===== src/rtl/core/dhd_pkg.sv =====
// ----------------------------------------------------------------------------
// dhd_pkg
// Shared types, register indexes and the corner mapping function of the
// detection head decoder.
// ----------------------------------------------------------------------------
package dhd_pkg;

	localparam int unsigned CFG_DATA_W = 24;
	localparam int unsigned CFG_IDX_W  = 3;

	typedef enum logic [CFG_IDX_W-1:0] {
		REG_SCORE_THRESHOLD = 3'd0,
		REG_OFFSET_X        = 3'd1,
		REG_OFFSET_Y        = 3'd2,
		REG_INVERSE_SCALE   = 3'd3,
		REG_IMAGE_WIDTH     = 3'd4,
		REG_IMAGE_HEIGHT    = 3'd5
	} reg_index_t;

	localparam logic [15:0] THRESHOLD_RST = 16'd16384;
	localparam logic [10:0] OFFSET_RST    = 11'd0;
	localparam logic [23:0] SCALE_RST     = 24'd65536;
	localparam logic [12:0] WIDTH_RST     = 13'd640;
	localparam logic [12:0] HEIGHT_RST    = 13'd480;

	typedef struct packed {
		logic [15:0] score_threshold;
		logic [10:0] offset_x;
		logic [10:0] offset_y;
		logic [23:0] inverse_scale;
		logic [12:0] image_width;
		logic [12:0] image_height;
	} cfg_t;

	// corners in Q.6, signed
	typedef struct packed {
		logic [13:0]        detection_index;
		logic [7:0]         best_class;
		logic [15:0]        best_score;
		logic signed [18:0] x1;
		logic signed [18:0] x2;
		logic signed [18:0] y1;
		logic signed [18:0] y2;
	} s1_t;

	// clamped corners in image pixels
	typedef struct packed {
		logic [13:0] detection_index;
		logic [7:0]  best_class;
		logic [15:0] best_score;
		logic [12:0] x1;
		logic [12:0] x2;
		logic [12:0] y1;
		logic [12:0] y2;
	} s2_t;

	function automatic logic [12:0] map_corner(input logic signed [18:0] q6,
			input logic [23:0] scale, input logic [12:0] limit);
		logic [41:0] prod;
		logic [19:0] v;
		prod = {24'd0, q6[17:0]} * {18'd0, scale};
		v    = prod[41:22];
		if (q6[18] || (q6 == 19'sd0))
			return 13'd0;
		else if (v > {7'd0, limit})
			return limit;
		else
			return v[12:0];
	endfunction

endpackage


===== src/rtl/core/detection_head_decode_core.sv =====
// ----------------------------------------------------------------------------
// detection_head_decode_core
// Detector output head decode: best class per candidate, threshold, corner
// mapping to image pixels with clamping, drop of empty boxes.
// ----------------------------------------------------------------------------
// Stages: a candidate closed by its last score is registered in s1, then in s2 and
// then in s3, whose valid bit is out_valid; a stall can hold it in any of them.
// Throughput: one score per cycle while in_stall is low; only kept boxes occupy the
// stages, so the input stalls only once two further boxes wait behind a stalled result.
// Reset clears the running score, counters and all valid bits, and loads the
// registers with their defaults.
module detection_head_decode_core (
	input  logic                           clk,
	input  logic                           arst_n,
	input  logic                           cfg_we,
	input  logic [dhd_pkg::CFG_IDX_W-1:0]  cfg_index,
	input  logic [dhd_pkg::CFG_DATA_W-1:0] cfg_data,
	input  logic                           in_valid,
	output logic                           in_stall,
	input  logic [15:0]                    center_x,
	input  logic [15:0]                    center_y,
	input  logic [15:0]                    box_w,
	input  logic [15:0]                    box_h,
	input  logic [15:0]                    cls_score,
	input  logic                           last_class,
	output logic                           out_valid,
	input  logic                           out_stall,
	output logic [13:0]                    detection_index,
	output logic [7:0]                     best_class,
	output logic [15:0]                    best_score,
	output logic [12:0]                    left,
	output logic [12:0]                    top,
	output logic [12:0]                    span_x,
	output logic [12:0]                    span_y
);
	import dhd_pkg::*;

	cfg_t cfg;
	logic valid_s1;
	logic valid_s2;
	logic ld_s2;
	logic ld_s3;
	s1_t  data_s1;
	s2_t  data_s2;

	dhd_cfg_regs u_cfg_regs (
		.clk       (clk),
		.arst_n    (arst_n),
		.cfg_we    (cfg_we),
		.cfg_index (cfg_index),
		.cfg_data  (cfg_data),
		.cfg       (cfg)
	);

	dhd_score_track u_score_track (
		.clk         (clk),
		.arst_n      (arst_n),
		.cfg         (cfg),
		.in_valid    (in_valid),
		.in_stall    (in_stall),
		.center_x    (center_x),
		.center_y    (center_y),
		.box_w       (box_w),
		.box_h       (box_h),
		.cls_score   (cls_score),
		.last_class  (last_class),
		.ld_s2       (ld_s2),
		.valid_s1    (valid_s1),
		.data_s1     (data_s1)
	);

	dhd_corner_map u_corner_map (
		.clk      (clk),
		.arst_n   (arst_n),
		.cfg      (cfg),
		.valid_s1 (valid_s1),
		.data_s1  (data_s1),
		.ld_s2    (ld_s2),
		.ld_s3    (ld_s3),
		.valid_s2 (valid_s2),
		.data_s2  (data_s2)
	);

	dhd_out_stage u_out_stage (
		.clk             (clk),
		.arst_n          (arst_n),
		.valid_s2        (valid_s2),
		.data_s2         (data_s2),
		.ld_s3           (ld_s3),
		.out_valid       (out_valid),
		.out_stall       (out_stall),
		.detection_index (detection_index),
		.best_class      (best_class),
		.best_score      (best_score),
		.left            (left),
		.top             (top),
		.span_x          (span_x),
		.span_y          (span_y)
	);

	a_span_nonzero: assert property (@(posedge clk) disable iff (!arst_n)
		out_valid |-> (span_x != 13'd0) && (span_y != 13'd0))
		else $error("result with empty box");

	a_box_in_image: assert property (@(posedge clk) disable iff (!arst_n)
		out_valid |-> ({1'b0, left} + {1'b0, span_x}) <= {1'b0, cfg.image_width})
		else $error("result box past image width");

	a_stall_only_full: assert property (@(posedge clk) disable iff (!arst_n)
		in_stall |-> valid_s1 && valid_s2 && out_valid && out_stall)
		else $error("input stalled with room in pipeline");

	a_score_kept: assert property (@(posedge clk) disable iff (!arst_n)
		out_valid |-> best_score >= cfg.score_threshold)
		else $error("result below score threshold");

endmodule


===== src/rtl/core/dhd_cfg_regs.sv =====
// ----------------------------------------------------------------------------
// dhd_cfg_regs
// Configuration register file, written through a plain write port.
// ----------------------------------------------------------------------------
module dhd_cfg_regs (
	input  logic                              clk,
	input  logic                              arst_n,
	input  logic                              cfg_we,
	input  logic [dhd_pkg::CFG_IDX_W-1:0]     cfg_index,
	input  logic [dhd_pkg::CFG_DATA_W-1:0]    cfg_data,
	output dhd_pkg::cfg_t                     cfg
);
	import dhd_pkg::*;

	cfg_t cfg_q;

	always_ff @(posedge clk or negedge arst_n) begin
		if (!arst_n) begin
			cfg_q.score_threshold <= THRESHOLD_RST;
			cfg_q.offset_x        <= OFFSET_RST;
			cfg_q.offset_y        <= OFFSET_RST;
			cfg_q.inverse_scale   <= SCALE_RST;
			cfg_q.image_width     <= WIDTH_RST;
			cfg_q.image_height    <= HEIGHT_RST;
		end else if (cfg_we) begin
			case (reg_index_t'(cfg_index))
				REG_SCORE_THRESHOLD: cfg_q.score_threshold <= cfg_data[15:0];
				REG_OFFSET_X:        cfg_q.offset_x        <= cfg_data[10:0];
				REG_OFFSET_Y:        cfg_q.offset_y        <= cfg_data[10:0];
				REG_INVERSE_SCALE:   cfg_q.inverse_scale   <= cfg_data[23:0];
				REG_IMAGE_WIDTH:     cfg_q.image_width     <= cfg_data[12:0];
				REG_IMAGE_HEIGHT:    cfg_q.image_height    <= cfg_data[12:0];
				default: ;
			endcase
		end
	end

	assign cfg = cfg_q;

endmodule


===== src/rtl/core/dhd_score_track.sv =====
// ----------------------------------------------------------------------------
// dhd_score_track
// Running best score per candidate, candidate count, and the input stage
// that forms the Q.6 box corners of each closed candidate.
// ----------------------------------------------------------------------------
module dhd_score_track (
	input  logic          clk,
	input  logic          arst_n,
	input  dhd_pkg::cfg_t cfg,
	input  logic          in_valid,
	output logic          in_stall,
	input  logic [15:0]   center_x,
	input  logic [15:0]   center_y,
	input  logic [15:0]   box_w,
	input  logic [15:0]   box_h,
	input  logic [15:0]   cls_score,
	input  logic          last_class,
	input  logic          ld_s2,
	output logic          valid_s1,
	output dhd_pkg::s1_t  data_s1
);
	import dhd_pkg::*;

	logic [15:0] run_max_q;
	logic [7:0]  run_class_q;
	logic [7:0]  class_cnt_q;
	logic [13:0] cand_cnt_q;
	logic [15:0] best_new;
	logic [7:0]  class_new;
	logic        ld_s1;
	logic        accept;
	logic        valid_q_s1;
	s1_t         data_q_s1;

	assign ld_s1    = !valid_q_s1 || ld_s2;
	assign in_stall = !ld_s1;
	assign accept   = in_valid && ld_s1;

	always_comb begin
		if (cls_score > run_max_q) begin
			best_new  = cls_score;
			class_new = class_cnt_q;
		end else begin
			best_new  = run_max_q;
			class_new = run_class_q;
		end
	end

	always_ff @(posedge clk or negedge arst_n) begin
		if (!arst_n) begin
			run_max_q   <= '0;
			run_class_q <= '0;
			class_cnt_q <= '0;
			cand_cnt_q  <= '0;
		end else if (accept) begin
			if (last_class) begin
				run_max_q   <= '0;
				run_class_q <= '0;
				class_cnt_q <= '0;
				cand_cnt_q  <= cand_cnt_q + 14'd1;
			end else begin
				run_max_q   <= best_new;
				run_class_q <= class_new;
				class_cnt_q <= class_cnt_q + 8'd1;
			end
		end
	end

	always_ff @(posedge clk or negedge arst_n) begin
		if (!arst_n)
			valid_q_s1 <= 1'b0;
		else if (ld_s1)
			valid_q_s1 <= accept && last_class && (best_new >= cfg.score_threshold);
	end

	always_ff @(posedge clk) begin
		if (accept) begin
			data_q_s1.detection_index <= cand_cnt_q;
			data_q_s1.best_class      <= class_new;
			data_q_s1.best_score      <= best_new;
			data_q_s1.x1 <= $signed({2'b0, center_x, 1'b0}) - $signed({3'b0, box_w})
				- $signed({2'b0, cfg.offset_x, 6'b0});
			data_q_s1.x2 <= $signed({2'b0, center_x, 1'b0}) + $signed({3'b0, box_w})
				- $signed({2'b0, cfg.offset_x, 6'b0});
			data_q_s1.y1 <= $signed({2'b0, center_y, 1'b0}) - $signed({3'b0, box_h})
				- $signed({2'b0, cfg.offset_y, 6'b0});
			data_q_s1.y2 <= $signed({2'b0, center_y, 1'b0}) + $signed({3'b0, box_h})
				- $signed({2'b0, cfg.offset_y, 6'b0});
		end
	end

	assign valid_s1 = valid_q_s1;
	assign data_s1  = data_q_s1;

endmodule


===== src/rtl/core/dhd_corner_map.sv =====
// ----------------------------------------------------------------------------
// dhd_corner_map
// Scale each corner to image pixels, floor and clamp to the image.
// ----------------------------------------------------------------------------
module dhd_corner_map (
	input  logic          clk,
	input  logic          arst_n,
	input  dhd_pkg::cfg_t cfg,
	input  logic          valid_s1,
	input  dhd_pkg::s1_t  data_s1,
	output logic          ld_s2,
	input  logic          ld_s3,
	output logic          valid_s2,
	output dhd_pkg::s2_t  data_s2
);
	import dhd_pkg::*;

	logic valid_q_s2;
	s2_t  data_q_s2;

	assign ld_s2 = !valid_q_s2 || ld_s3;

	always_ff @(posedge clk or negedge arst_n) begin
		if (!arst_n)
			valid_q_s2 <= 1'b0;
		else if (ld_s2)
			valid_q_s2 <= valid_s1;
	end

	always_ff @(posedge clk) begin
		if (ld_s2 && valid_s1) begin
			data_q_s2.detection_index <= data_s1.detection_index;
			data_q_s2.best_class      <= data_s1.best_class;
			data_q_s2.best_score      <= data_s1.best_score;
			data_q_s2.x1 <= map_corner(data_s1.x1, cfg.inverse_scale, cfg.image_width);
			data_q_s2.x2 <= map_corner(data_s1.x2, cfg.inverse_scale, cfg.image_width);
			data_q_s2.y1 <= map_corner(data_s1.y1, cfg.inverse_scale, cfg.image_height);
			data_q_s2.y2 <= map_corner(data_s1.y2, cfg.inverse_scale, cfg.image_height);
		end
	end

	assign valid_s2 = valid_q_s2;
	assign data_s2  = data_q_s2;

endmodule


===== src/rtl/core/dhd_out_stage.sv =====
// ----------------------------------------------------------------------------
// dhd_out_stage
// Result register: box spans, drop of empty boxes, output handshake.
// ----------------------------------------------------------------------------
module dhd_out_stage (
	input  logic         clk,
	input  logic         arst_n,
	input  logic         valid_s2,
	input  dhd_pkg::s2_t data_s2,
	output logic         ld_s3,
	output logic         out_valid,
	input  logic         out_stall,
	output logic [13:0]  detection_index,
	output logic [7:0]   best_class,
	output logic [15:0]  best_score,
	output logic [12:0]  left,
	output logic [12:0]  top,
	output logic [12:0]  span_x,
	output logic [12:0]  span_y
);
	import dhd_pkg::*;

	logic        valid_q_s3;
	logic        box_ok;
	logic [13:0] index_q_s3;
	logic [7:0]  class_q_s3;
	logic [15:0] score_q_s3;
	logic [12:0] left_q_s3;
	logic [12:0] top_q_s3;
	logic [12:0] span_x_q_s3;
	logic [12:0] span_y_q_s3;

	assign ld_s3  = !valid_q_s3 || !out_stall;
	assign box_ok = (data_s2.x2 > data_s2.x1) && (data_s2.y2 > data_s2.y1);

	always_ff @(posedge clk or negedge arst_n) begin
		if (!arst_n)
			valid_q_s3 <= 1'b0;
		else if (ld_s3)
			valid_q_s3 <= valid_s2 && box_ok;
	end

	always_ff @(posedge clk) begin
		if (ld_s3 && valid_s2) begin
			index_q_s3  <= data_s2.detection_index;
			class_q_s3  <= data_s2.best_class;
			score_q_s3  <= data_s2.best_score;
			left_q_s3   <= data_s2.x1;
			top_q_s3    <= data_s2.y1;
			span_x_q_s3 <= data_s2.x2 - data_s2.x1;
			span_y_q_s3 <= data_s2.y2 - data_s2.y1;
		end
	end

	assign out_valid       = valid_q_s3;
	assign detection_index = index_q_s3;
	assign best_class      = class_q_s3;
	assign best_score      = score_q_s3;
	assign left            = left_q_s3;
	assign top             = top_q_s3;
	assign span_x          = span_x_q_s3;
	assign span_y          = span_y_q_s3;

endmodule

===== config.mk =====
export PLATFORM = sky130hd
export DESIGN_NAME = detection_head_decode_core
export DESIGN_NICKNAME = d
export VERILOG_FILES = /design/src/rtl/core/dhd_pkg.sv /design/src/rtl/core/detection_head_decode_core.sv /design/src/rtl/core/dhd_cfg_regs.sv /design/src/rtl/core/dhd_score_track.sv /design/src/rtl/core/dhd_corner_map.sv /design/src/rtl/core/dhd_out_stage.sv
export SDC_FILE = /design/constraint.sdc
export NUM_CORES = 2
export LEC_CHECK = 0
export BUFFER_PORTS_ARGS = -buffer_cell sky130_fd_sc_hd__buf_2
export CAP_MARGIN = 30
export CORE_MARGIN = 1.5
export CORE_UTILIZATION = 50
export DETAILED_ROUTE_END_ITERATION = 12
export GPL_TIMING_DRIVEN = 0
export PLACE_DENSITY = 0.66
export SETUP_SLACK_MARGIN = 0.02
export SYNTH_ARGS = -nofsm -noshare
export SYNTH_HDL_FRONTEND = slang
export SYNTH_HIERARCHICAL = 1
export SYNTH_SLANG_ARGS = --single-unit

===== constraint.sdc =====
create_clock -name clk -period 10 [get_ports clk]
set_input_delay 0.5 -clock clk [delete_from_list [all_inputs] [get_ports clk]]
set_output_delay 0.5 -clock clk [all_outputs]
set_load 0.01 [all_outputs]

==> metrics <==
Layout fillers 14200; placed cell area 82700 µm²; crit path from u_score_track/data_s1[65]$_DFFE_PP_; RR Startpoint u_score_track/data_s1[65]$_DFFE_PP_; Post-synth ARST share 31.9%; main flop type after synthesis edfxtp_1; Starting Density 50.6%; # nets final 11000; reg2reg end u_corner_map/data_s2[46]$_SDFFCE_PP0P_; Layout area overhead 8.93%; Distinct cells, synth 100; Post-DRT Antenna Nets 0; vias per inst 5.62; TritonCTS clock tree built; Clock Sinks 429; Worst Path Class, Setup reg2reg; core box area 155000 µm²; Slew headroom 21.2%; via count 61200; max cap viols 0; CTS buffer count 49; count of warnings emitted by yosys 6; Hold Crit Class in2reg; worst reg-to-reg path cell count 31; gpl congestion 1.02; Rows 144; RSZ-0062 raised after global routing yes; utilization after layout 55.1%; worst slack at placement -1460 ps; Slew @ Worst Pin 1180 ps; Largest delay share family, worst path adder cells; IO Count 205; PortBufs 204; first-pass GRT wire length 409000 µm; Clock Latency Late Sink 650 ps; H-Tree Depth 2; Final Max Tran Viols 0; drt wl/cell 25.4 µm; CP required 10480 ps; setup violators final 0; commonest non-fill, non-tap cells in the layout 1915 x inv_1, 1430 x fa_1, 1378 x nand2_1; Iter 0 DRT Violations 5076; vias in the first global route 63300; Slowest-stage cell, CP edfxtp_1; Critical Path Sink u_corner_map/data_s2[46]$_SDFFCE_PP0P_; Longest Clk Path Bufs 3; sequential-to-total area share from yosys stat 15.6%; fin area 85100 µm²; post-route clock period utilization 98.3%; dpl hpwl 229000 µm; post-synthesis cell count 8463; die footprint 159000 µm²; DR pass1 iterations 8; Post-synth EDFFs 292; syn avg cell area 9.24 µm²; antenna violations before repair 35; Clock transition at path regs 60 ps; status finished, final reports clean; CP arrival 10310 ps; Final Skew 31.5 ps; Final Worst Setup Slack 170 ps; footprint of the multi-input gates 57400 µm²; flops & latches, synth 429; die span in x 398 µm; FF+latch area 12200 µm²; CP Capture Type register; Root Buffer clkbuf_16; layout cells sized above 1 8.13%; startpoint types register; Most Frequent Cell on Critical Path fa_1; most common cell after layout, fill and taps aside inv_1; Largest stage delay, worst path 780 ps; residual DRC count 0; maximum number of pins on one net before global-route repair 92; Reg2Reg Setup Slack 170 ps; Die Height 398 µm; global-route usage over all layers 35.5%; Period minus WS final 9830 ps; Worst path depth 31; final hold vios 0; Post-Syn Nets 10700; final WL 277000 µm; FMAX 0.102 GHz; Critical path buffers and inverters 7; CP max FO 10; total gr overflow 0; Synth Cell Area 78200 µm²
area by class of cell:
cell class	count	share of cell area (%)
diodes	30	0.0882
plain buffers	366	1.92
clock buffers	59	1.50
clock inverters	32	0.542
inverters	1916	8.45
multi-input cells	5730	67.4
flip-flops and latches	429	14.4
well taps	2044	3.00
repair buffers	297	2.76
sequential cells by signal (all words and copies together), names as in the netlist, 14 cells and up:
name                         cells
u_score_track/data_s1          112
u_corner_map/data_s2            90
u_out_stage/detection_index     14
u_out_stage/best_score          16
u_score_track/run_max_q         16
u_score_track/cand_cnt_q        14
u_cfg_regs/cfg                  88
metal layers:
layer	wire (µm)	global-route usage, %
met3	27700	8.63
met2	122000	53.9
met5	138	0
met1	107000	45.9
met4	20000	21.7
what timing repair did:
action,4_1_cts,5_1_grt
gates resized for setup,93,143
setup endpoints to repair,39,52
pin swaps,1,1
hold buffers,1,0
buffers inserted,22,7
hold endpoints to repair,44,0
cells by family (layout without fill, tap and decap cells):
group | after synthesis | after routing | share of synthesized area [%]
xor gates and xnor gates | 158 | 158 | 1.77
muxes | 146 | 146 | 2.01
other | 0 | 30 | 0
and+or+nand+nor | 2527 | 2527 | 15.4
buffers and inverters | 2304 | 2670 | 11.2
AOI/OAI and AO/OA | 811 | 811 | 6.92
adders and majority gates | 2088 | 2088 | 47.2
DFF | 429 | 429 | 15.6
worst reg2reg max path: cells and delay by family (launching register included):
kind            cells  cell delay, ps
flops               1             780
buf+inv             7            1280
fa+ha+maj           8            3620
mux                 1             220
simple gates        4             940
compound gates     10            2200
xor+xnor            1             670
worst min path at each step:
stage | from | to | slack (ps) | cells past startpoint
CTS | cfg_data[21] | u_cfg_regs/cfg[47]$_DFFE_PN0P_ | 40 | 2
global placement | u_score_track/data_s1[97]$_DFFE_PP_ | u_corner_map/data_s2[73]$_DFFE_PP_ | 400 | 0
finish | cfg_data[21] | u_cfg_regs/cfg[47]$_DFFE_PN0P_ | 80 | 2
floorplan | arst_n | u_cfg_regs/cfg[0]$_DFFE_PN0P_ | 200 | 0
detailed placement | u_score_track/data_s1[77]$_DFFE_PP_ | u_corner_map/data_s2[53]$_DFFE_PP_ | 400 | 0
global route | cfg_data[21] | u_cfg_regs/cfg[47]$_DFFE_PN0P_ | 70 | 2
synth_stat cells (all sizes together) (8+ instances only):
| master | number | area (µm²) |
|---|---|---|
| a2111oi | 13 | 145 |
| a211o | 8 | 70.1 |
| a211oi | 34 | 260 |
| a21boi | 10 | 75.1 |
| a21o | 85 | 639 |
| a21oi | 238 | 1210 |
| a22o | 18 | 158 |
| a22oi | 11 | 82.6 |
| a311oi | 15 | 161 |
| a31o | 13 | 123 |
| a31oi | 26 | 163 |
| and2 | 633 | 3960 |
| and3 | 34 | 214 |
| buf | 26 | 170 |
| clkbuf | 360 | 1350 |
| dfrtp | 129 | 3230 |
| dfstp | 8 | 210 |
| edfxtp | 292 | 8770 |
| fa | 1430 | 28600 |
| ha | 658 | 8230 |
| inv | 1916 | 7190 |
| mux2 | 90 | 1010 |
| mux2i | 56 | 561 |
| nand2 | 1378 | 5170 |
| nand2b | 23 | 144 |
| nand3 | 70 | 350 |
| nand4 | 49 | 313 |
| nor2 | 153 | 574 |
| nor2b | 34 | 213 |
| nor3 | 53 | 287 |
| nor3b | 10 | 80.1 |
| nor4 | 18 | 119 |
| o2111ai | 16 | 140 |
| o211ai | 24 | 180 |
| o21a | 37 | 278 |
| o21ai | 157 | 793 |
| o21bai | 23 | 173 |
| o31a | 10 | 87.6 |
| o31ai | 11 | 82.6 |
| or2 | 10 | 62.6 |
| or3 | 18 | 113 |
| or4 | 17 | 128 |
| xnor2 | 105 | 920 |
| xor2 | 53 | 464 |
per-stage QoR:
stage	TNS [ps]	hold WS (ps)	std cells
global placement	-63950	404	10700
CTS	0	38.8	10900
detailed placement	-35890	405	10800
finish	0	77.3	10900
floorplan	0	204	8463
global route	0	65.2	10900
Power is left out: the tool's default activity adds up to more than one toggle a clock period on the data nets, which glitch-free logic cannot reach.
